--- src/rtl/lcdnw_pkg.sv ---
// Shared types and constants for the character LCD nibble writer.
// Holds the request structs, the item kind codes and the fixed constants.
// No dependencies.
package lcdnw_pkg;

  // Item kinds
  localparam logic [1:0] KIND_DATA    = 2'd0;
  localparam logic [1:0] KIND_COMMAND = 2'd1;
  localparam logic [1:0] KIND_DECIMAL = 2'd2;
  localparam logic [1:0] KIND_BINARY  = 2'd3;

  // Decimal conversion sizes
  localparam int unsigned DEC_BITS   = 17;
  localparam int unsigned BCD_DIGITS = 5;
  localparam int unsigned BCD_BITS   = 4 * BCD_DIGITS;

  localparam logic [31:0] DECIMAL_MAX  = 32'd99999;
  localparam logic [7:0]  ASCII_ZERO   = 8'h30;
  localparam logic [7:0]  ASCII_ONE    = 8'h31;
  localparam logic [15:0] ENABLE_RESET = 16'd50000;

  typedef struct packed {
    logic [1:0]  kind;
    logic [31:0] value;
    logic [5:0]  bit_count;
  } in_t;

  typedef struct packed {
    logic       register_select;
    logic [3:0] nibble;
    logic       last;
  } out_t;

endpackage

--- src/rtl/lcdnw_bcd.sv ---
// Bit-serial binary to BCD converter (shift and add-3), one bit per cycle.
// Depends on lcdnw_pkg for the converter sizes.
module lcdnw_bcd (
  input  logic                           clk_i,
  input  logic                           rst_ni,
  input  logic                           start_i,
  input  logic [lcdnw_pkg::DEC_BITS-1:0] bin_i,
  output logic                           done_o,
  output logic [lcdnw_pkg::BCD_BITS-1:0] bcd_o
);
  import lcdnw_pkg::*;

  localparam int unsigned CntW = $clog2(DEC_BITS + 1);

  logic [DEC_BITS-1:0] bin_q;
  logic [BCD_BITS-1:0] bcd_q;
  logic [BCD_BITS-1:0] adj;
  logic [CntW-1:0]     cnt_q;
  logic                busy_q;
  logic                done_q;

  // Add three to every digit of five or more before the shift
  always_comb begin
    for (int d = 0; d < BCD_DIGITS; d++) begin
      adj[4*d +: 4] = (bcd_q[4*d +: 4] >= 4'd5) ? bcd_q[4*d +: 4] + 4'd3
                                                 : bcd_q[4*d +: 4];
    end
  end

  // Control: count the input bits through
  always_ff @(posedge clk_i or negedge rst_ni) begin
    if (!rst_ni) begin
      busy_q <= 1'b0;
      done_q <= 1'b0;
      cnt_q  <= '0;
    end else begin
      done_q <= 1'b0;
      if (start_i) begin
        busy_q <= 1'b1;
        cnt_q  <= CntW'(DEC_BITS);
      end else if (busy_q) begin
        cnt_q <= cnt_q - CntW'(1);
        if (cnt_q == CntW'(1)) begin
          busy_q <= 1'b0;
          done_q <= 1'b1;
        end
      end
    end
  end

  // Datapath: shift one binary bit into the BCD register per cycle
  always_ff @(posedge clk_i) begin
    if (start_i) begin
      bin_q <= bin_i;
      bcd_q <= '0;
    end else if (busy_q) begin
      bin_q <= {bin_q[DEC_BITS-2:0], 1'b0};
      bcd_q <= {adj[BCD_BITS-2:0], bin_q[DEC_BITS-1]};
    end
  end

  assign done_o = done_q;
  assign bcd_o  = bcd_q;

endmodule

--- src/rtl/lcdnw_strobe.sv ---
// Enable strobe stage: holds one nibble request for the programmed pulse
// width, then offers it on the output channel. Depends on lcdnw_pkg.
module lcdnw_strobe (
  input  logic              clk_i,
  input  logic              rst_ni,
  input  logic [15:0]       pulse_cycles_i,
  input  logic              req_valid_i,
  input  lcdnw_pkg::out_t   req_i,
  output logic              req_ready_o,
  output logic              out_valid_o,
  output lcdnw_pkg::out_t   out_o,
  input  logic              out_stall_i
);
  import lcdnw_pkg::*;

  localparam logic [1:0] S_FREE  = 2'd0;
  localparam logic [1:0] S_PULSE = 2'd1;
  localparam logic [1:0] S_SHOW  = 2'd2;

  logic [1:0]  state_q, state_d;
  logic [15:0] cnt_q, cnt_d;
  out_t        out_q;

  assign req_ready_o = (state_q == S_FREE);
  assign out_valid_o = (state_q == S_SHOW);
  assign out_o       = out_q;

  // Next state: take a request, time the pulse, wait for the sink
  always_comb begin
    state_d = state_q;
    cnt_d   = cnt_q;
    unique case (state_q)
      S_FREE: begin
        if (req_valid_i) begin
          state_d = S_PULSE;
          cnt_d   = pulse_cycles_i;
        end
      end
      S_PULSE: begin
        if (cnt_q <= 16'd1) begin
          state_d = S_SHOW;
        end else begin
          cnt_d = cnt_q - 16'd1;
        end
      end
      S_SHOW: begin
        if (!out_stall_i) begin
          state_d = S_FREE;
        end
      end
      default: begin
        state_d = S_FREE;
      end
    endcase
  end

  always_ff @(posedge clk_i or negedge rst_ni) begin
    if (!rst_ni) begin
      state_q <= S_FREE;
      cnt_q   <= '0;
    end else begin
      state_q <= state_d;
      cnt_q   <= cnt_d;
    end
  end

  // Capture the request payload
  always_ff @(posedge clk_i) begin
    if (req_ready_o && req_valid_i) begin
      out_q <= req_i;
    end
  end

endmodule

--- src/rtl/lcdnw_seq.sv ---
// Item sequencer: turns one request into a series of nibble requests,
// shifting binary bits and BCD digits out serially. Depends on lcdnw_pkg
// and lcdnw_bcd.
module lcdnw_seq #(
  parameter int unsigned MAX_BINARY_BITS = 32
) (
  input  logic            clk_i,
  input  logic            rst_ni,
  input  logic            in_valid_i,
  input  lcdnw_pkg::in_t  in_i,
  output logic            in_stall_o,
  output logic            nib_valid_o,
  output lcdnw_pkg::out_t nib_o,
  input  logic            nib_ready_i
);
  import lcdnw_pkg::*;

  localparam int unsigned CW = $clog2(MAX_BINARY_BITS + 1);
  localparam logic [2:0]  LAST_PLACE = 3'(BCD_DIGITS - 1);

  localparam logic [2:0] S_IDLE  = 3'd0;
  localparam logic [2:0] S_ALIGN = 3'd1;
  localparam logic [2:0] S_BIN   = 3'd2;
  localparam logic [2:0] S_CONV  = 3'd3;
  localparam logic [2:0] S_DEC   = 3'd4;
  localparam logic [2:0] S_HI    = 3'd5;
  localparam logic [2:0] S_LO    = 3'd6;

  logic [2:0]                 state_q;
  logic [7:0]                 char_q;
  logic                       rs_q;
  logic                       final_q;
  logic                       is_bin_q;
  logic [MAX_BINARY_BITS-1:0] sreg_q;
  logic [CW-1:0]              cnt_q;
  logic [CW-1:0]              align_q;
  logic [BCD_BITS-1:0]        digits_q;
  logic [2:0]                 place_q;
  logic                       started_q;

  logic                       accept;
  logic [CW-1:0]              cnt_sat;
  logic [DEC_BITS-1:0]        dec_sat;
  logic                       bcd_done;
  logic [BCD_BITS-1:0]        bcd;
  logic [3:0]                 digit;
  logic                       emit_digit;

  assign in_stall_o = (state_q != S_IDLE);
  assign accept     = in_valid_i && (state_q == S_IDLE);

  // Clamp the bit count and the decimal value
  assign cnt_sat = (in_i.bit_count > 6'(MAX_BINARY_BITS)) ? CW'(MAX_BINARY_BITS)
                                                          : in_i.bit_count[CW-1:0];
  assign dec_sat = (in_i.value > DECIMAL_MAX) ? DECIMAL_MAX[DEC_BITS-1:0]
                                              : in_i.value[DEC_BITS-1:0];

  lcdnw_bcd u_bcd (
    .clk_i  (clk_i),
    .rst_ni (rst_ni),
    .start_i(accept && (in_i.kind == KIND_DECIMAL)),
    .bin_i  (dec_sat),
    .done_o (bcd_done),
    .bcd_o  (bcd)
  );

  // Leading digit and zero suppression
  assign digit      = digits_q[BCD_BITS-1 -: 4];
  assign emit_digit = (digit != 4'd0) || started_q || (place_q == LAST_PLACE);

  // Nibble request toward the strobe stage
  assign nib_valid_o = (state_q == S_HI) || (state_q == S_LO);
  always_comb begin
    nib_o.register_select = rs_q;
    nib_o.nibble          = (state_q == S_HI) ? char_q[7:4] : char_q[3:0];
    nib_o.last            = (state_q == S_LO) && final_q;
  end

  // Control
  always_ff @(posedge clk_i or negedge rst_ni) begin
    if (!rst_ni) begin
      state_q   <= S_IDLE;
      is_bin_q  <= 1'b0;
      final_q   <= 1'b0;
      cnt_q     <= '0;
      align_q   <= '0;
      place_q   <= '0;
      started_q <= 1'b0;
    end else begin
      unique case (state_q)
        S_IDLE: begin
          if (accept) begin
            unique case (in_i.kind)
              KIND_DATA, KIND_COMMAND: begin
                is_bin_q <= 1'b0;
                final_q  <= 1'b1;
                state_q  <= S_HI;
              end
              KIND_DECIMAL: begin
                is_bin_q <= 1'b0;
                state_q  <= S_CONV;
              end
              KIND_BINARY: begin
                is_bin_q <= 1'b1;
                cnt_q    <= cnt_sat;
                align_q  <= CW'(MAX_BINARY_BITS) - cnt_sat;
                // A zero count produces no nibbles: drop the request
                if (cnt_sat != '0) begin
                  state_q <= S_ALIGN;
                end
              end
              default: state_q <= S_IDLE;
            endcase
          end
        end
        S_ALIGN: begin
          if (align_q == '0) begin
            state_q <= S_BIN;
          end else begin
            align_q <= align_q - CW'(1);
          end
        end
        S_BIN: begin
          final_q <= (cnt_q == CW'(1));
          cnt_q   <= cnt_q - CW'(1);
          state_q <= S_HI;
        end
        S_CONV: begin
          if (bcd_done) begin
            place_q   <= '0;
            started_q <= 1'b0;
            state_q   <= S_DEC;
          end
        end
        S_DEC: begin
          place_q <= place_q + 3'd1;
          if (emit_digit) begin
            started_q <= 1'b1;
            final_q   <= (place_q == LAST_PLACE);
            state_q   <= S_HI;
          end
        end
        S_HI: begin
          if (nib_ready_i) begin
            state_q <= S_LO;
          end
        end
        S_LO: begin
          if (nib_ready_i) begin
            priority if (final_q) begin
              state_q <= S_IDLE;
            end else if (is_bin_q) begin
              state_q <= S_BIN;
            end else begin
              state_q <= S_DEC;
            end
          end
        end
        default: state_q <= S_IDLE;
      endcase
    end
  end

  // Datapath: character byte, bit shifter, digit shifter
  always_ff @(posedge clk_i) begin
    unique case (state_q)
      S_IDLE: begin
        char_q <= in_i.value[7:0];
        rs_q   <= (in_i.kind != KIND_COMMAND);
        sreg_q <= in_i.value[MAX_BINARY_BITS-1:0];
      end
      S_ALIGN: begin
        if (align_q != '0) begin
          sreg_q <= sreg_q << 1;
        end
      end
      S_BIN: begin
        char_q <= sreg_q[MAX_BINARY_BITS-1] ? ASCII_ONE : ASCII_ZERO;
        rs_q   <= 1'b1;
        sreg_q <= sreg_q << 1;
      end
      S_CONV: begin
        digits_q <= bcd;
      end
      S_DEC: begin
        char_q   <= ASCII_ZERO | {4'd0, digit};
        rs_q     <= 1'b1;
        digits_q <= {digits_q[BCD_BITS-5:0], 4'd0};
      end
      default: begin
        char_q <= char_q;
      end
    endcase
  end

endmodule

--- src/rtl/char_lcd_nibble_writer_core.sv ---
// Top level of the character LCD nibble writer: pulse width register,
// item sequencer and enable strobe stage. Depends on lcdnw_pkg, lcdnw_seq,
// lcdnw_strobe.
//
//   channel   direction  payload            handshake
//   in        sink       lcdnw_pkg::in_t    in_valid_i / in_stall_o
//   out       source     lcdnw_pkg::out_t   out_valid_o / out_stall_i
//   cfg       sink       16-bit pulse width cfg_we_i / cfg_wdata_i
//
// One item at a time. The strobe timer holds every nibble for the
// programmed enable pulse width (a width of zero acts as one), then
// shows it until the sink stops stalling. A byte takes two nibbles; a
// decimal item first runs the serial BCD conversion, then picks digits,
// skipping leading zeros but always showing the last digit; a binary
// item first aligns its bits, then gives two nibbles a bit.
// Reset clears all control state and sets the pulse width to 50000.
module char_lcd_nibble_writer_core #(
  parameter int unsigned MAX_BINARY_BITS = 32
) (
  input  logic            clk_i,
  input  logic            rst_ni,
  input  logic            in_valid_i,
  output logic            in_stall_o,
  input  lcdnw_pkg::in_t  in_i,
  output logic            out_valid_o,
  input  logic            out_stall_i,
  output lcdnw_pkg::out_t out_o,
  input  logic            cfg_we_i,
  input  logic [15:0]     cfg_wdata_i
);
  import lcdnw_pkg::*;

  logic [15:0] pulse_cycles_q;
  logic        nib_valid;
  logic        nib_ready;
  out_t        nib;

  // Enable pulse width register
  always_ff @(posedge clk_i or negedge rst_ni) begin
    if (!rst_ni) begin
      pulse_cycles_q <= ENABLE_RESET;
    end else if (cfg_we_i) begin
      pulse_cycles_q <= cfg_wdata_i;
    end
  end

  lcdnw_seq #(
    .MAX_BINARY_BITS(MAX_BINARY_BITS)
  ) u_seq (
    .clk_i      (clk_i),
    .rst_ni     (rst_ni),
    .in_valid_i (in_valid_i),
    .in_i       (in_i),
    .in_stall_o (in_stall_o),
    .nib_valid_o(nib_valid),
    .nib_o      (nib),
    .nib_ready_i(nib_ready)
  );

  lcdnw_strobe u_strobe (
    .clk_i         (clk_i),
    .rst_ni        (rst_ni),
    .pulse_cycles_i(pulse_cycles_q),
    .req_valid_i   (nib_valid),
    .req_i         (nib),
    .req_ready_o   (nib_ready),
    .out_valid_o   (out_valid_o),
    .out_o         (out_o),
    .out_stall_i   (out_stall_i)
  );

endmodule

--- config.mk ---
export PLATFORM = sky130hd
export DESIGN_NAME = char_lcd_nibble_writer_core
export DESIGN_NICKNAME = d
export VERILOG_FILES = /design/src/rtl/lcdnw_pkg.sv /design/src/rtl/lcdnw_bcd.sv /design/src/rtl/lcdnw_strobe.sv /design/src/rtl/lcdnw_seq.sv /design/src/rtl/char_lcd_nibble_writer_core.sv
export SDC_FILE = /design/constraint.sdc
export NUM_CORES = 1
export LEC_CHECK = 0
export BUFFER_PORTS_ARGS = -buffer_cell sky130_fd_sc_hd__buf_2
export CORE_ASPECT_RATIO = 0.5
export CORE_MARGIN = 2
export CORE_UTILIZATION = 40
export CTS_CLUSTER_DIAMETER = 120
export DETAILED_ROUTE_END_ITERATION = 6
export HOLD_SLACK_MARGIN = 0.12
export PLACE_DENSITY = 0.62
export SLEW_MARGIN = 40
export SYNTH_ARGS = -nofsm -noshare
export SYNTH_HDL_FRONTEND = slang
export SYNTH_SLANG_ARGS = --single-unit
--- constraint.sdc ---
create_clock -name clk_i -period 8.6 [get_ports clk_i]
set_clock_uncertainty 0.15 [all_clocks]
set_input_delay 0.86 -clock clk_i [delete_from_list [all_inputs] [get_ports clk_i]]
set_output_delay 0.86 -clock clk_i [all_outputs]
set_load 0.01 [all_outputs]
* Word level (Yosys, flattened, before mapping) *
Cells that the tools add are included.
W data, S select, Z words.

cells by class
  multiplexer cells = 59
  equality and inequality tests = 30
  $add $sub $neg = 11
  reductions and logical operators = 36
  order comparisons = 8

operators with widths
  kind                     number
  $pmux W32 S3             1
  $mux W17                 3
  $pmux W20 S2             1
  $mux W6                  6
  $mux W3                  11
  $gt A32 B17 Y1 const B   1
  $mux W16                 2
  $mux W32                 1
  $pmux W16 S2             1
  $pmux W6 S2              2
  $pmux W8 S3              1
  $pmux W3 S7              1
  $ge A4 B3 Y1 const B     5
  $mux W4                  5
  $ne A2 B1 Y1 const B     9
  $add A4 B2 Y4 const B    4
  $le A16 B1 Y1 const B    1
  $sub A16 B1 Y16 const B  1
  $eq A3 B3 Y1 const B     4
  $mux W1                  12
  $ne A2 B2 Y1 const B     6
  $reduce_and A3 Y1        4
  $reduce_bool A2 Y1       6
  $reduce_bool A6 Y1       2
  other kinds (32)         54

storage, ports and cells
  output and inout port bits = 8
  input port bits = 61
  flip-flop bits (word level) = 166
  logic and storage cells = 166

* Depth between registers and ports, before layout *
Gate-level depths: netlist (run 1).

  depth after elaboration = 7
  gate-level depth with buffers = 8

* By module *
A second synthesis (run 1) with hierarchy kept.

unflattened totals
  cells, all modules = 744
  area total of the unflattened synthesis = 8,550.7 µm²

by module, submodules not included
  module                       area an instance (µm²)  times used  cells each
  lcdnw_seq                    4,305.4                 1           359
  lcdnw_bcd                    2,278.4                 1           215
  lcdnw_strobe                 1,310.0                 1           136
  char_lcd_nibble_writer_core  656.9                   1           34

* Least setup slack after synthesis (run 1) *
No wires, ideal clock.

  path type = flip-flop to flip-flop
  start = reg u_seq.align_q[0]
  end = reg u_seq.sreg_q[0] (enable)
  path slack = 5.403 ns
  required time = 8.018 ns
  stages on the path, launching flop included = 7
  buffers on the path = 0
  setup time = 0.432 ns
  clock period less this slack = 3.197 ns
  arrival time = 2.615 ns
  cells stage by stage = dfrtp_1 > inv_1 > ha_1 > or3b_2 > or4_1 > nand3_1 > a21oi_1

between the ends
  word-level cells in the longest chain between the ends = 3

RTL lines
  item                         line              RTL
  start: declaration           lcdnw_seq.sv:36   logic [CW-1:0] align_q;
  start signal: assignment     lcdnw_seq.sv:106  align_q <= CW'(MAX_BINARY_BITS) - cnt_sat;
  start signal: assignment     lcdnw_seq.sv:120  align_q <= align_q - CW'(1);
  $reduce_bool A6 Y1           lcdnw_seq.sv:173  if (align_q != '0) begin
  $ne A2 B1 Y1 (no line)       n/a
  $reduce_and A2 Y1 (no line)  n/a
  end signal: assignment       lcdnw_seq.sv:170  sreg_q <= in_i.value[MAX_BINARY_BITS-1:0];
  end signal: assignment       lcdnw_seq.sv:174  sreg_q <= sreg_q << 1;
  end signal: assignment       lcdnw_seq.sv:180  sreg_q <= sreg_q << 1;
  end: declaration             lcdnw_seq.sv:34   logic [MAX_BINARY_BITS-1:0] sreg_q;

No other way between the ends.
A chain may end at the register's enable or synchronous reset.

* Final worst setup path (run 1) *
  start = reg u_seq.state_q[0]
  end = reg u_seq.u_bcd.bin_q[9], data pin

between the ends
  word-level cells in the longest chain between the ends = 4

RTL lines
  item                      line              RTL
  start: declaration        lcdnw_seq.sv:29   logic [2:0] state_q;
  start signal: assignment  lcdnw_seq.sv:82   state_q <= S_IDLE;
  start signal: assignment  lcdnw_seq.sv:97   state_q <= S_HI;
  start signal: assignment  lcdnw_seq.sv:101  state_q <= S_CONV;
  $logic_not A3 Y1          lcdnw_seq.sv:50   assign accept = in_valid_i && (state_q == S_IDLE);
  $logic_and A1 B1 Y1       lcdnw_seq.sv:50
  $logic_and A1 B1 Y1       lcdnw_seq.sv:61   .start_i(accept && (in_i.kind == KIND_DECIMAL)),
  $mux W17                  lcdnw_bcd.sv:53   if (start_i) begin
  end signal: assignment    lcdnw_bcd.sv:54   bin_q <= bin_i;
  end signal: assignment    lcdnw_bcd.sv:57   bin_q <= {bin_q[DEC_BITS-2:0], 1'b0};
  end: declaration          lcdnw_bcd.sv:15   logic [DEC_BITS-1:0] bin_q;

No other way between the ends.

==> results of run 1 <==
-- synth_stat cells, types with 3 or more instances --
cell type / n
dfstp_2: 6
buf_1: 3
a32oi_1: 3
edfxtp_1: 84
o31ai_1: 6
o21ai_0: 52
nand2_1: 47
o22ai_1: 4
nor3b_1: 6
nor2_1: 49
nor3_1: 21
nand3_1: 16
a22oi_1: 8
or3_1: 5
and2_1: 7
a21o_1: 5
nor2b_1: 8
clkbuf_1: 32
o211ai_1: 5
dfxtp_1: 20
a211oi_1: 5
or2_2: 4
nor4_1: 13
o22a_1: 11
a31oi_1: 7
or4_1: 4
a21oi_1: 41
xor2_1: 3
mux2i_1: 8
a22o_1: 12
xnor2_1: 14
inv_1: 31
mux2_2: 60
nand2b_1: 17
dfrtp_1: 56
ha_1: 20
and3_1: 4
-- metrics by stage --
step	hold slack (ns)	cells	utilization	worst slack (ns)
after floorplan	0.2503	728	-	5.403
after global placement	0.2537	1029	0.4416	5.632
after detailed placement	0.2545	1031	0.4439	5.454
after CTS	0.2717	1063	0.4770	5.469
after global routing	0.2948	1063	0.4773	5.085
final	0.2711	1063	0.4773	5.465
-- kinds of logic (layout without fill, tap and decap cells) --
logic type      count (synthesis)  after routing  synth area share
simple gates                  213            213            0.1350
compound gates                174            174            0.1369
flops                         166            166            0.5522
buf+inv                        70            139           0.03361
mux                            68             68           0.09311
fa+ha+maj                      20             20           0.03083
xor+xnor                       17             17           0.01835
-- cell type report --
cell class              count  share of cell area
multi-input cells         492              0.3617
repair buffers             75             0.04381
flip-flops and latches    166              0.4770
well taps                 266             0.03542
clock inverters            14             0.02357
clock buffers              18             0.04568
inverters                  32             0.01278
-- power breakdown --
| group | switching (mW) | internal, mW |
|---|---|---|
| Sequential | 0.218 | 1.25 |
| Clock | 0.330 | 0.520 |
| Combinational | 0.582 | 0.490 |
-- critical path, stage by stage, from the launching register on --
cell     delay (ns)
dfrtp_1        0.58
nor3_1         0.62
nand3_1        0.64
or3_1          0.67
o22a_1         0.23
-- state kept, by name (all words and copies together), names as in the netlist --
name,cells
u_seq.char_q,8
u_seq.final_q,1
u_seq.state_q,3
u_seq.u_bcd.cnt_q,5
u_strobe.out_o,6
u_seq.digits_q,20
u_seq.started_q,1
u_seq.rs_q,1
u_seq.sreg_q,32
u_strobe.state_q,2
u_seq.u_bcd.bin_q,17
u_seq.u_bcd.busy_q,1
u_seq.cnt_q,6
u_seq.place_q,3
u_seq.u_bcd.done_o,1
u_strobe.cnt_q,16
u_seq.align_q,6
u_seq.is_bin_q,1
u_seq.u_bcd.bcd_o,20
pulse_cycles_q,16
-- worst min path at each step --
stage,startpoint,to,slack (ns),cells after the start
final,u_seq.rs_q,u_strobe.out_o[5],0.27,0
after global routing,u_seq.rs_q,u_strobe.out_o[5],0.29,0
after CTS,u_seq.rs_q,u_strobe.out_o[5],0.27,0
after detailed placement,u_seq.rs_q,u_strobe.out_o[5],0.25,0
after global placement,u_seq.rs_q,u_strobe.out_o[5],0.25,0
after floorplan,u_seq.rs_q,u_strobe.out_o[5],0.25,0
-- layer usage --
layer / global-route usage / share of wire
met1: 0.2276 / 0.48
met5: 0 / 0
met3: 0.04055 / 0.040
met2: 0.2667 / 0.47
met4: 0.05190 / 0.011
==> summary.md, run 1 <==
| Metric | Value |
|---|---|
| Outcome | `finished, final reports clean` |
| Core area | `19,680 um2` |
| Die H | `104.7 um` |
| Post-synth top area share | `0.3108` |
| Multi-input logic area | `3398 um2` |
| Post-Syn Nets | `809` |
| Max clock buf depth | `2` |
| Final period utilization | `0.3645` |
| # hold bufs at CTS | `0` |
| Clock transition at path regs | `0.07 ns` |
| Max_cap viols | `0` |
| Post-route DRC | `0` |
| Final min period | `3.135 ns` |
| Pin count of the biggest net entering global routing | `63` |
| Setup TNS | `0 ns` |
| Number of global-route vias before repair | `5,564` |
| CP Capture Point | `u_seq.u_bcd.bin_q[9]` |
| Starting Density | `0.4123` |
| Reg2reg setup slack | `5.46 ns` |
| Nets | `865` |
| Setup crit end kind | `flop` |
| Die Span X | `205.5 um` |
| Placed Area | `8738 um2` |
| Total track usage | `0.1680` |
| Fmax | `319.0 MHz` |
| Most used flip-flop cell after synthesis | `edfxtp_1` |
| Drt first pass iters | `5` |
| # H-tree levels | `4` |
| Post-CTS Resized | `0` |
| Worst VDD drop | `0.0001496 V` |
| FFs w/ async S/R, synth | `0.3735` |
| Drt initial violations | `370` |
| Register area | `4482 um2` |
| FILL cells | `1,751` |
| R2R depth | `4` |
| CTS tree | `yes` |
| Initial antenna violation count | `0` |
| ANT cells | `0` |
| Actual slew at the worst max-slew pin | `0.7967 ns` |
| RSZ-0062 raised after global routing | `no` |
| Leak | `3.678 nW` |
| Die area | `21,520 um2` |
| Most area-hungry cell type in the Yosys netlist | `edfxtp_1` |
| Drt via density | `5.342` |
| Worst EP required | `8.63 ns` |
| PwrDens | `361.2 nW/um2` |
| Worst Setup SP | `u_seq.state_q[0]` |
| Total power | `3.394 mW` |
| CTS Buf Count | `17` |
| Root buf cell | `clkbuf_16` |
| Crit-path max FO | `16` |
| Post-route cell area | `9395 um2` |
| YS warnings | `0` |
| Gpl congestion | `0.8930` |
| Most common cell after layout, fill and taps aside | `edfxtp_1` |
| # clock sinks | `166` |
| Commonest cells after routing, fill and taps aside | `edfxtp_1 (84), buf_2 (68), mux2_2 (60), dfrtp_1 (56), o21ai_0 (52)` |
| Fin. max-slew vios | `0` |
| Setup crit start kind | `flop` |
| Critical path class | `reg -> reg` |
| Type of the worst min-delay path | `reg -> reg` |
| Total gr overflow | `0` |
| Clk Latency, worst-skew pair | `0.43 ns` |
| Final hold vios | `0` |
| Arrival time worst endpoint | `3.17 ns` |
| Vias post-DR | `5,679` |
| Synthesis-to-finish area growth | `15.75%` |
| Post-CTS Setup Inserts | `0` |
| First-pass GRT wire length | `28,470 um` |
| Total wire length | `16,950 um` |
| Distinct cells, synth | `61` |
| Port bufs | `68` |
| DR WL/cell | `15.95 um` |
| Relative slew slack | `0.4677` |
| R2r endpoint | `u_seq.u_bcd.bin_q[9]` |
| Most area-consuming cells after synthesis | `edfxtp_1 (31%), dfrtp_1 (17%), mux2_2 (8.3%), dfxtp_1 (4.9%), o21ai_0 (3.2%)` |
| FF-to-FF Start | `u_seq.state_q[0]` |
| I/O Pins | `69` |
| Post-synth EDFFs | `84` |
| Hpwl dp | `11,410 um` |
| Setup violators final | `0` |
| Layout cells sized above 1 | `0.2396` |
| Mapped Area | `8117 um2` |
| Antenna Nets Post-Route | `0` |
| Yosys reg bits | `166` |
| Row count | `36` |
| Synth Area per Inst | `11.15 um2` |
| Cell count after synthesis | `728` |
| Register area share after synthesis | `0.5522` |
Power figures use the tool's default switching activity.
==> inputs of run 2 (changes only) <==
--- a/config.mk
+++ b/config.mk
@@ -5,6 +5,7 @@
 export SDC_FILE = /design/constraint.sdc
 export NUM_CORES = 1
 export LEC_CHECK = 0
+export ABC_AREA = 1
 export BUFFER_PORTS_ARGS = -buffer_cell sky130_fd_sc_hd__buf_2
 export CORE_ASPECT_RATIO = 0.5
 export CORE_MARGIN = 2
==> constraint.sdc (replaced) <==
create_clock -name clk_i -period 3.05 [get_ports clk_i]
set_clock_uncertainty 0.15 [all_clocks]
set_input_delay 0.305 -clock clk_i [delete_from_list [all_inputs] [get_ports clk_i]]
set_output_delay 0.305 -clock clk_i [all_outputs]
set_load 0.01 [all_outputs]
==> run 2 against run 1 <==
Effect of this change:
- non-clock buffer count rose by 52
- clock power grew to 2.5 times the previous value
- via count increased by 16%
- sequential power increased to 2.9 times the previous value
- worst setup slack worse by 4.7 ns
- area after synthesis up 2.5%
- global-route usage increased by 0.73 points
- core utilization is 1.1 points higher
==> summary.md, run 2 <==
| Metric | Value |
|---|---|
| Nets | `1,138 (was 865)` |
| Post-Layout Cell Count | `1,343 (was 1,063)` |
| Final worst setup slack | `0.7960 ns (was 5.465 ns)` |
| CP max stage delay | `0.55 ns (was 0.67 ns)` |
| Setup WS pre-CTS | `0.8352 ns (was 5.454 ns)` |
| Drt initial violations | `432 (was 370)` |
| PwrDens | `1020 nW/um2 (was 361.2 nW/um2)` |
| Vias post-DR | `6,615 (was 5,679)` |
| Max_cap viols | `0 (unchanged)` |
| Commonest cells after routing, fill and taps aside | `nand2_1 (217), inv_1 (115), o21ai_0 (112), edfxtp_1 (84), nor2_1 (80) (was edfxtp_1 (84), buf_2 (68), mux2_2 (60), dfrtp_1 (56), o21ai_0 (52))` |
| # hold bufs at CTS | `45 (was 0)` |
| CTS tree | `yes (unchanged)` |
| FILL cells | `1,850 (was 1,751)` |
| Die area | `22,030 um2 (was 21,520 um2)` |
| Antenna Nets Post-Route | `0 (unchanged)` |
| # clock sinks | `166 (unchanged)` |
| Final min period | `2.254 ns` |
| Synthesis-to-finish area growth | `20.14% (was 15.75%)` |
| Adder-cell share of the synthesized area | `0.03009 (was 0.03083)` |
| Most common cell after layout, fill and taps aside | `nand2_1 (was edfxtp_1)` |
| Post-CTS Resized | `0 (unchanged)` |
| Register area | `4482 um2 (unchanged)` |
| Total gr overflow | `0 (unchanged)` |
| Crit path buf inv count | `2 (was 0)` |
| Total track usage | `0.1753 (was 0.1680)` |
| First-pass GRT wire length | `30,970 um (was 28,470 um)` |
| Pin count of the biggest net entering global routing | `40 (was 63)` |
| Top-count cell post-synth | `nand2_1 (was edfxtp_1)` |
| Post-synth top area share | `0.3033 (was 0.3108)` |
| Multi-input logic area | `3216 um2 (was 3398 um2)` |
| Distinct cells, synth | `38 (was 61)` |
| Largest family of logic cells by synthesized area | `simple AND/OR/NAND/NOR gates (was compound AO/OA/AOI/OAI gates)` |
| ANT cells | `0 (unchanged)` |
| Post-synthesis compound-gate area fraction | `0.1157 (was 0.1369)` |
| Xor-xnor portion of the synthesized cell area | `0.01790 (was 0.01834)` |
| Fmax | `443.7 MHz` |
| Final period utilization | `0.7390` |
| Fin Hold WS | `0.1295 ns (was 0.2711 ns)` |
| Top reg by flops | `u_seq.sreg_q (unchanged)` |
| Clock transition at path regs | `0.06 ns (was 0.07 ns)` |
| Die H | `106.0 um (was 104.7 um)` |
| Final hold vios | `0 (unchanged)` |
| Clk Latency, worst-skew pair | `0.44 ns (was 0.43 ns)` |
| # H-tree levels | `4 (unchanged)` |
| Worst VDD drop | `0.0003821 V (was 0.0001496 V)` |
| Most area-hungry cell type in the Yosys netlist | `edfxtp_1 (unchanged)` |
| Cell count after synthesis | `942 (was 728)` |
| Gpl congestion | `0.8685 (was 0.8930)` |
| Root buf cell | `clkbuf_16 (unchanged)` |
| Starting Density | `0.4064 (was 0.4123)` |
| Setup crit end kind | `flop (unchanged)` |
| Total power | `10.20 mW (was 3.394 mW)` |
| Max clock buf depth | `2 (unchanged)` |
| DR WL/cell | `13.63 um (was 15.95 um)` |
| I/O Pins | `69 (unchanged)` |
| Relative slew slack | `0.5532 (was 0.4677)` |
| Synth Area per Inst | `8.829 um2 (was 11.15 um2)` |
| Drt via density | `4.926 (was 5.342)` |
| Post-route DRC | `0 (unchanged)` |
| Synth cell count leaders | `nand2_1 (217), inv_1 (115), o21ai_0 (113) (was edfxtp_1 (84), mux2_2 (60), dfrtp_1 (56))` |
| Most area-consuming cells after synthesis | `edfxtp_1 (30%), dfrtp_1 (17%), nand2_1 (9.8%), o21ai_0 (6.8%), inv_1 (5.2%) (was edfxtp_1 (31%), dfrtp_1 (17%), mux2_2 (8.3%), dfxtp_1 (4.9%), o21ai_0 (3.2%))` |
| Port bufs | `68 (unchanged)` |
| Core area | `20,460 um2 (was 19,680 um2)` |
| Mux cell area share after synthesis | `0.03385 (was 0.09311)` |
| Crit-path max FO | `11 (was 16)` |
| Post-synth EDFFs | `84 (unchanged)` |
| Inst Count DP | `1,266 (was 1,031)` |
| Largest register FFs | `32 (unchanged)` |
| Worst EP required | `3.17 ns (was 8.63 ns)` |
| Post-Syn Nets | `1,023 (was 809)` |
| Critical path class | `in -> reg (was reg -> reg)` |
| FFs w/ async S/R, synth | `0.3735 (unchanged)` |
| Layout cells sized above 1 | `0.1523 (was 0.2396)` |
| Post-CTS Setup Inserts | `0 (unchanged)` |
| Hpwl dp | `12,620 um (was 11,410 um)` |
| Arrival time worst endpoint | `2.37 ns (was 3.17 ns)` |
| Worst path cell trace | `dlygate4sd3_1 -> buf_2 -> nor3_1 -> nand4_1 -> nor2_1 -> nand2_1 -> o21ai_0 (was nor3_1 -> nand3_1 -> or3_1 -> o22a_1)` |
| Most used flip-flop cell after synthesis | `edfxtp_1 (unchanged)` |
| Drt first pass iters | `5 (unchanged)` |
| Outcome | `finished, final reports clean (unchanged)` |
| Actual slew at the worst max-slew pin | `0.6678 ns (was 0.7967 ns)` |
| Mapped Area | `8317 um2 (was 8117 um2)` |
| Yosys reg bits | `166 (unchanged)` |
| RSZ-0062 raised after global routing | `no (unchanged)` |
| Post-Synth Simple-Gate Area | `0.1887 (was 0.1350)` |
| Max stage delay cell, worst path | `nor2_1 (was or3_1)` |
| Leak | `4.400 nW (was 3.678 nW)` |
| Row count | `37 (was 36)` |
| YS warnings | `0 (unchanged)` |
| Initial antenna violation count | `0 (unchanged)` |
| Register area share after synthesis | `0.5389 (was 0.5522)` |
| Total wire length | `18,300 um (was 16,950 um)` |
| Fin. max-slew vios | `0 (unchanged)` |
| Setup crit start kind | `primary input (was flop)` |
| CTS Buf Count | `17 (unchanged)` |
| Die Span X | `207.9 um (was 205.5 um)` |
| Number of global-route vias before repair | `6,405 (was 5,564)` |
| Type of the worst min-delay path | `in -> reg (was reg -> reg)` |
| Setup TNS | `0 ns (unchanged)` |
| Family with the most delay on the worst path | `simple AND/OR/NAND/NOR gates (unchanged)` |
| Setup violators final | `0 (unchanged)` |
==> run 2: changes by cell type after synthesis, moves of 10 or more <==
cell,previous run,this run
o21ai_0,52,113
a22o_1,12,0
nand3_1,16,48
clkbuf_1,32,13
nor4_1,13,2
nand2b_1,17,0
mux2_2,60,25
nor3_1,21,9
o22a_1,11,0
buf_2,2,12
inv_1,31,115
nand2_1,47,217
nor2_1,49,80
a21oi_1,41,30
==> run 2: cell families after synthesis <==
logic type,count (synthesis)
AND/OR/NAND/NOR,378
AO/OA/AOI/OAI,180
flip-flops,166
buffers and inverters,156
multiplexers,25
adder cells (fa/ha/maj),20
XOR/XNOR,17
==> run 2: area by class of cell <==
type | instances | share of cell area
clock buffer | 21 | 0.04608
inverter | 125 | 0.04696
sequential | 166 | 0.4485
multi-input combinational | 620 | 0.3218
clock inverter | 11 | 0.01252
tap | 273 | 0.03418
timing repair buffer | 127 | 0.08991
==> run 2: per-layer routing <==
metal  part of all wire  global-route usage  vias up
met5                  0                   0        -
met4              0.020             0.06383        0
met3              0.049             0.03959       28
met2               0.45              0.2769      142
met1               0.48              0.2378     3097
li1                   -                   -     3348
==> run 2: worst reg2reg max path, delay by kind of cell (launching register included) <==
family	cells	cell delay, ns
simple gates	3	0.77
flops	1	0.43
mux	1	0.43
buf+inv	2	0.20
==> run 2: power breakdown <==
group / total, mW / leakage (nW) / switching (mW) / internal [mW]
logic: 3.74 / 2.40 / 2.39 / 1.35
clock network: 2.16 / 0.277 / 0.905 / 1.25
registers: 4.30 / 1.72 / 0.577 / 3.72
==> run 2: metrics by stage <==
stage,util,cell area [um2]
after global placement,0.4376,8954
after detailed placement,0.4377,8956
final,0.4883,9992
after floorplan,-,8317
after CTS,0.4883,9992
after global routing,0.4883,9992
==> run 2: final timing paths <==
check	startpoint	to	slack, ns	depth (start not counted)
setup / recovery	in_i[24]	u_seq.u_bcd.bin_q[12]	0.80	7
max in group asynchronous	rst_ni	pulse_cycles_q[6]	1.86	3
hold / removal	in_i[21]	u_seq.u_bcd.bin_q[15]	0.13	3
setup reg to reg	u_seq.state_q[1]	u_seq.sreg_q[20]	0.82	6
min in group asynchronous	rst_ni	u_seq.u_bcd.busy_q	0.22	2
hold reg to reg	u_seq.rs_q	u_strobe.out_o[5]	0.29	0
==> inputs of run 3 (changes only) <==
--- a/config.mk
+++ b/config.mk
@@ -5,7 +5,7 @@
 export SDC_FILE = /design/constraint.sdc
 export NUM_CORES = 1
 export LEC_CHECK = 0
-export ABC_AREA = 1
+export ABC_AREA = 0
 export BUFFER_PORTS_ARGS = -buffer_cell sky130_fd_sc_hd__buf_2
 export CORE_ASPECT_RATIO = 0.5
 export CORE_MARGIN = 2
@@ -13,7 +13,7 @@
 export CTS_CLUSTER_DIAMETER = 120
 export DETAILED_ROUTE_END_ITERATION = 6
 export HOLD_SLACK_MARGIN = 0.12
-export PLACE_DENSITY = 0.62
+export PLACE_DENSITY = 0.64
 export SLEW_MARGIN = 40
 export SYNTH_ARGS = -nofsm -noshare
 export SYNTH_HDL_FRONTEND = slang
==> constraint.sdc (replaced) <==
create_clock -name clk_i -period 2.02 [get_ports clk_i]
set_clock_uncertainty 0.15 [all_clocks]
set_input_delay 0.202 -clock clk_i [delete_from_list [all_inputs] [get_ports clk_i]]
set_output_delay 0.202 -clock clk_i [all_outputs]
set_load 0.01 [all_outputs]
==> run 3 against run 2 <==
Effect of this change:
- non-clock buffer count grew 123
- via count shrank 0.41%
- critical path type is now reg -> reg
- worst setup slack lost 1.1 ns
- the run now ends with negative setup slack left
- sequential power grew 43%
- sequential share of layout area shrank 5.6 points
- highest routed layer unchanged
- global-route usage grew 2.0 points
- wire length grew 14%
- first-iteration DRC count grew 11%
==> summary.md, run 3 (synthesized netlist as in run 1, its figures left out) <==
| Metric | Value |
|---|---|
| Outcome | `complete, but fails checks (was finished, final reports clean)` |
| Violated checks | `negative setup slack` |
| Row count | `36 (was 37)` |
| PwrDens | `1459 nW/um2 (was 1020 nW/um2)` |
| Clk pwr share | `0.192 (was 0.211)` |
| DR WL/cell | `16.85 um (was 13.63 um)` |
| ANT cells | `0 (unchanged)` |
| Number of stages on the worst setup path | `6 (was 7)` |
| Post-route cell area | `11,430 um2 (was 9992 um2)` |
| R2r endpoint | `u_strobe.cnt_q[11] (was u_seq.sreg_q[20])` |
| I/O Pins | `69 (unchanged)` |
| CTS tree | `yes (unchanged)` |
| Max_cap viols | `0 (unchanged)` |
| Gpl congestion | `0.8411 (was 0.8685)` |
| # H-tree levels | `4 (unchanged)` |
| Placed Area | `9479 um2 (was 8956 um2)` |
| Initial antenna violation count | `0 (unchanged)` |
| Leak | `4.710 nW (was 4.400 nW)` |
| Sequential share of power | `0.368 (was 0.422)` |
| Total track usage | `0.1949 (was 0.1753)` |
| Hpwl dp | `13,010 um (was 12,620 um)` |
| Commonest cells after routing, fill and taps aside | `buf_4 (89), edfxtp_1 (84), dlygate4sd3_1 (61), buf_2 (61), dfrtp_1 (55) (was nand2_1 (217), inv_1 (115), o21ai_0 (112), edfxtp_1 (84), nor2_1 (80))` |
| Max stage delay cell, worst path | `or4_4 (was nor2_1)` |
| Total wire length | `20,870 um (was 18,300 um)` |
| Setup violators final | `59 (was 0)` |
| CP max stage delay | `0.54 ns (was 0.55 ns)` |
| Fmax | `425.4 MHz` |
| Total gr overflow | `0 (unchanged)` |
| Drt first pass iters | `5 (unchanged)` |
| FF-to-FF Start | `u_strobe.cnt_q[10] (was u_seq.state_q[1])` |
| Die H | `104.7 um (was 106.0 um)` |
| Number of global-route vias before repair | `6,509 (was 6,405)` |
| Starting Density | `0.4123 (was 0.4064)` |
| # clock sinks | `166 (unchanged)` |
| R2R depth | `6 (unchanged)` |
| Internal power | `10.98 mW (was 6.326 mW)` |
| Fin Hold WS | `0.1667 ns (was 0.1295 ns)` |
| Crit path buf inv count | `1 (was 2)` |
| Vias post-DR | `6,588 (was 6,615)` |
| Crit-path max FO | `4 (was 11)` |
| Synthesis-to-finish area growth | `40.85% (was 20.14%)` |
| Pin count of the biggest net entering global routing | `34 (was 40)` |
| Final min period | `2.351 ns` |
| Type of the worst min-delay path | `in -> async (was in -> reg)` |
| Actual slew at the worst max-slew pin | `0.6605 ns (was 0.6678 ns)` |
| Clk Latency, worst-skew pair | `0.43 ns (was 0.44 ns)` |
| Setup crit end kind | `flop (unchanged)` |
| Fin. max-slew vios | `0 (unchanged)` |
| Arrival time worst endpoint | `2.52 ns (was 2.37 ns)` |
| Core area | `19,680 um2 (was 20,460 um2)` |
| Drt initial violations | `481 (was 432)` |
| Final worst setup slack | `-0.3307 ns (was 0.7960 ns)` |
| Max clock buf depth | `2 (unchanged)` |
| Reg2reg setup slack | `-0.33 ns (was 0.82 ns)` |
| Worst path cell trace | `or4_4 -> or4_4 -> nor4b_4 -> or2_4 -> inv_4 -> a32o_1 (was dlygate4sd3_1 -> buf_2 -> nor3_1 -> nand4_1 -> nor2_1 -> nand2_1 -> o21ai_0)` |
| Final hold vios | `0 (unchanged)` |
| Worst EP required | `2.19 ns (was 3.17 ns)` |
| Most common cell after layout, fill and taps aside | `buf_4 (was nand2_1)` |
| RSZ-0062 raised after global routing | `yes (was no)` |
| Worst VDD drop | `0.0007919 V (was 0.0003821 V)` |
| Layout cells sized above 1 | `0.3560 (was 0.1523)` |
| Post-route DRC | `0 (unchanged)` |
| Setup crit start kind | `flop (was primary input)` |
| Clock transition at path regs | `0.07 ns (was 0.06 ns)` |
| Nets | `1,040 (was 1,138)` |
| Relative slew slack | `0.5597 (was 0.5532)` |
| Switch Pwr | `5.697 mW (was 3.871 mW)` |
| CTS Buf Count | `17 (unchanged)` |
| Die area | `21,520 um2 (was 22,030 um2)` |
| Final period utilization | `1.164` |
| First-pass GRT wire length | `32,850 um (was 30,970 um)` |
| CP dominant cell by count | `or4_4` |
| Largest register FFs | `32 (unchanged)` |
| Logic pwr share | `0.439 (was 0.367)` |
| Family with the most delay on the worst path | `simple AND/OR/NAND/NOR gates (unchanged)` |
| Critical path class | `reg -> reg (was in -> reg)` |
| Root buf cell | `clkbuf_16 (unchanged)` |
| Switching Fraction | `0.3416 (was 0.3796)` |
| Antenna Nets Post-Route | `0 (unchanged)` |
| Port bufs | `68 (unchanged)` |
| Top reg by flops | `u_seq.sreg_q (unchanged)` |
| Die Span X | `205.5 um (was 207.9 um)` |
| Drt via density | `5.321 (was 4.926)` |
## run 3: cell count changes in the layout (fill, tap and decap cells not counted), sizes merged, moves of 17 or more
cell    before  now
inv        125   40
nand2      222   47
mux2        25   60
o21ai      123   53
nand2b       0   17
buf         82  184
nand3       48   16
nor2        83   49
## run 3: final cells by class
class	instances	area, um2
timing repair buffer	250	2216
inverter	32	122.6
fill	1561	8252
clock inverter	14	138.9
clock buffer	18	429.2
sequential	166	4483
multi-input combinational	492	3710
tap	266	332.8
## run 3: how the worst max path moves through the flow
stage / startpoint / endpoint / slack [ns]
floorplan: u_strobe.cnt_q[10] / u_strobe.cnt_q[10] / -0.63
global placement: u_strobe.cnt_q[10] / u_strobe.cnt_q[10] / -0.38
detailed placement: u_strobe.cnt_q[10] / u_strobe.cnt_q[10] / -0.42
CTS: u_strobe.cnt_q[10] / u_strobe.cnt_q[10] / -0.33
global route: u_strobe.cnt_q[10] / u_strobe.cnt_q[13] / -0.40
finish: u_strobe.cnt_q[10] / u_strobe.cnt_q[11] / -0.33
## run 3: routing by layer
layer	track usage	wire length [um]	vias to the layer above
met2	0.3217	10090	171
met1	0.2573	9508	3222
li1	-	-	3163
met5	0	0	-
met3	0.04117	960	32
met4	0.06115	303	0
## run 3: timing repair
item,CTS,global route
resized for setup,65,50
hold endpoints to repair,137,2
endpoints found under the setup margin,115,150
pin swaps,17,31
setup buffers,14,21
cloned,5,2
hold buffers,61,2
## run 3: worst reg2reg max path, cell delays in order, from the launching register on
cell,delay (ns)
dfrtp_1,0.38
or4_4,0.54
or4_4,0.47
nor4b_4,0.25
or2_4,0.20
inv_4,0.05
a32o_1,0.21
## run 3: metrics by stage
| stage | utilization | setup TNS (ns) | instances | worst slack (ns) | power (mW) |
|---|---|---|---|---|---|
| 4_1_cts | 0.5643 | -13.86 | 1225 | -0.3306 | 16.15 |
| 3_3_place_gp | 0.4800 | -20.25 | 1112 | -0.3818 | 11.61 |
| 5_1_grt | 0.5808 | -17.38 | 1238 | -0.3964 | 17.69 |
| 6_report | 0.5808 | -13.85 | 1238 | -0.3307 | 16.68 |
| 2_1_floorplan | - | -14.65 | 728 | -0.6301 | 9.795 |
| 3_5_place_dp | 0.4816 | -17.91 | 1114 | -0.4163 | 11.91 |
## run 3: power by group through the flow
stage          logic, mW  clock network (mW)  registers (mW)
2_1_floorplan       3.86                   0            5.93
3_5_place_dp        5.76                   0            6.14
6_report            7.32                3.21            6.14
3_3_place_gp        5.51                   0            6.10
4_1_cts             6.77                3.26            6.13
5_1_grt             8.03                3.38            6.29
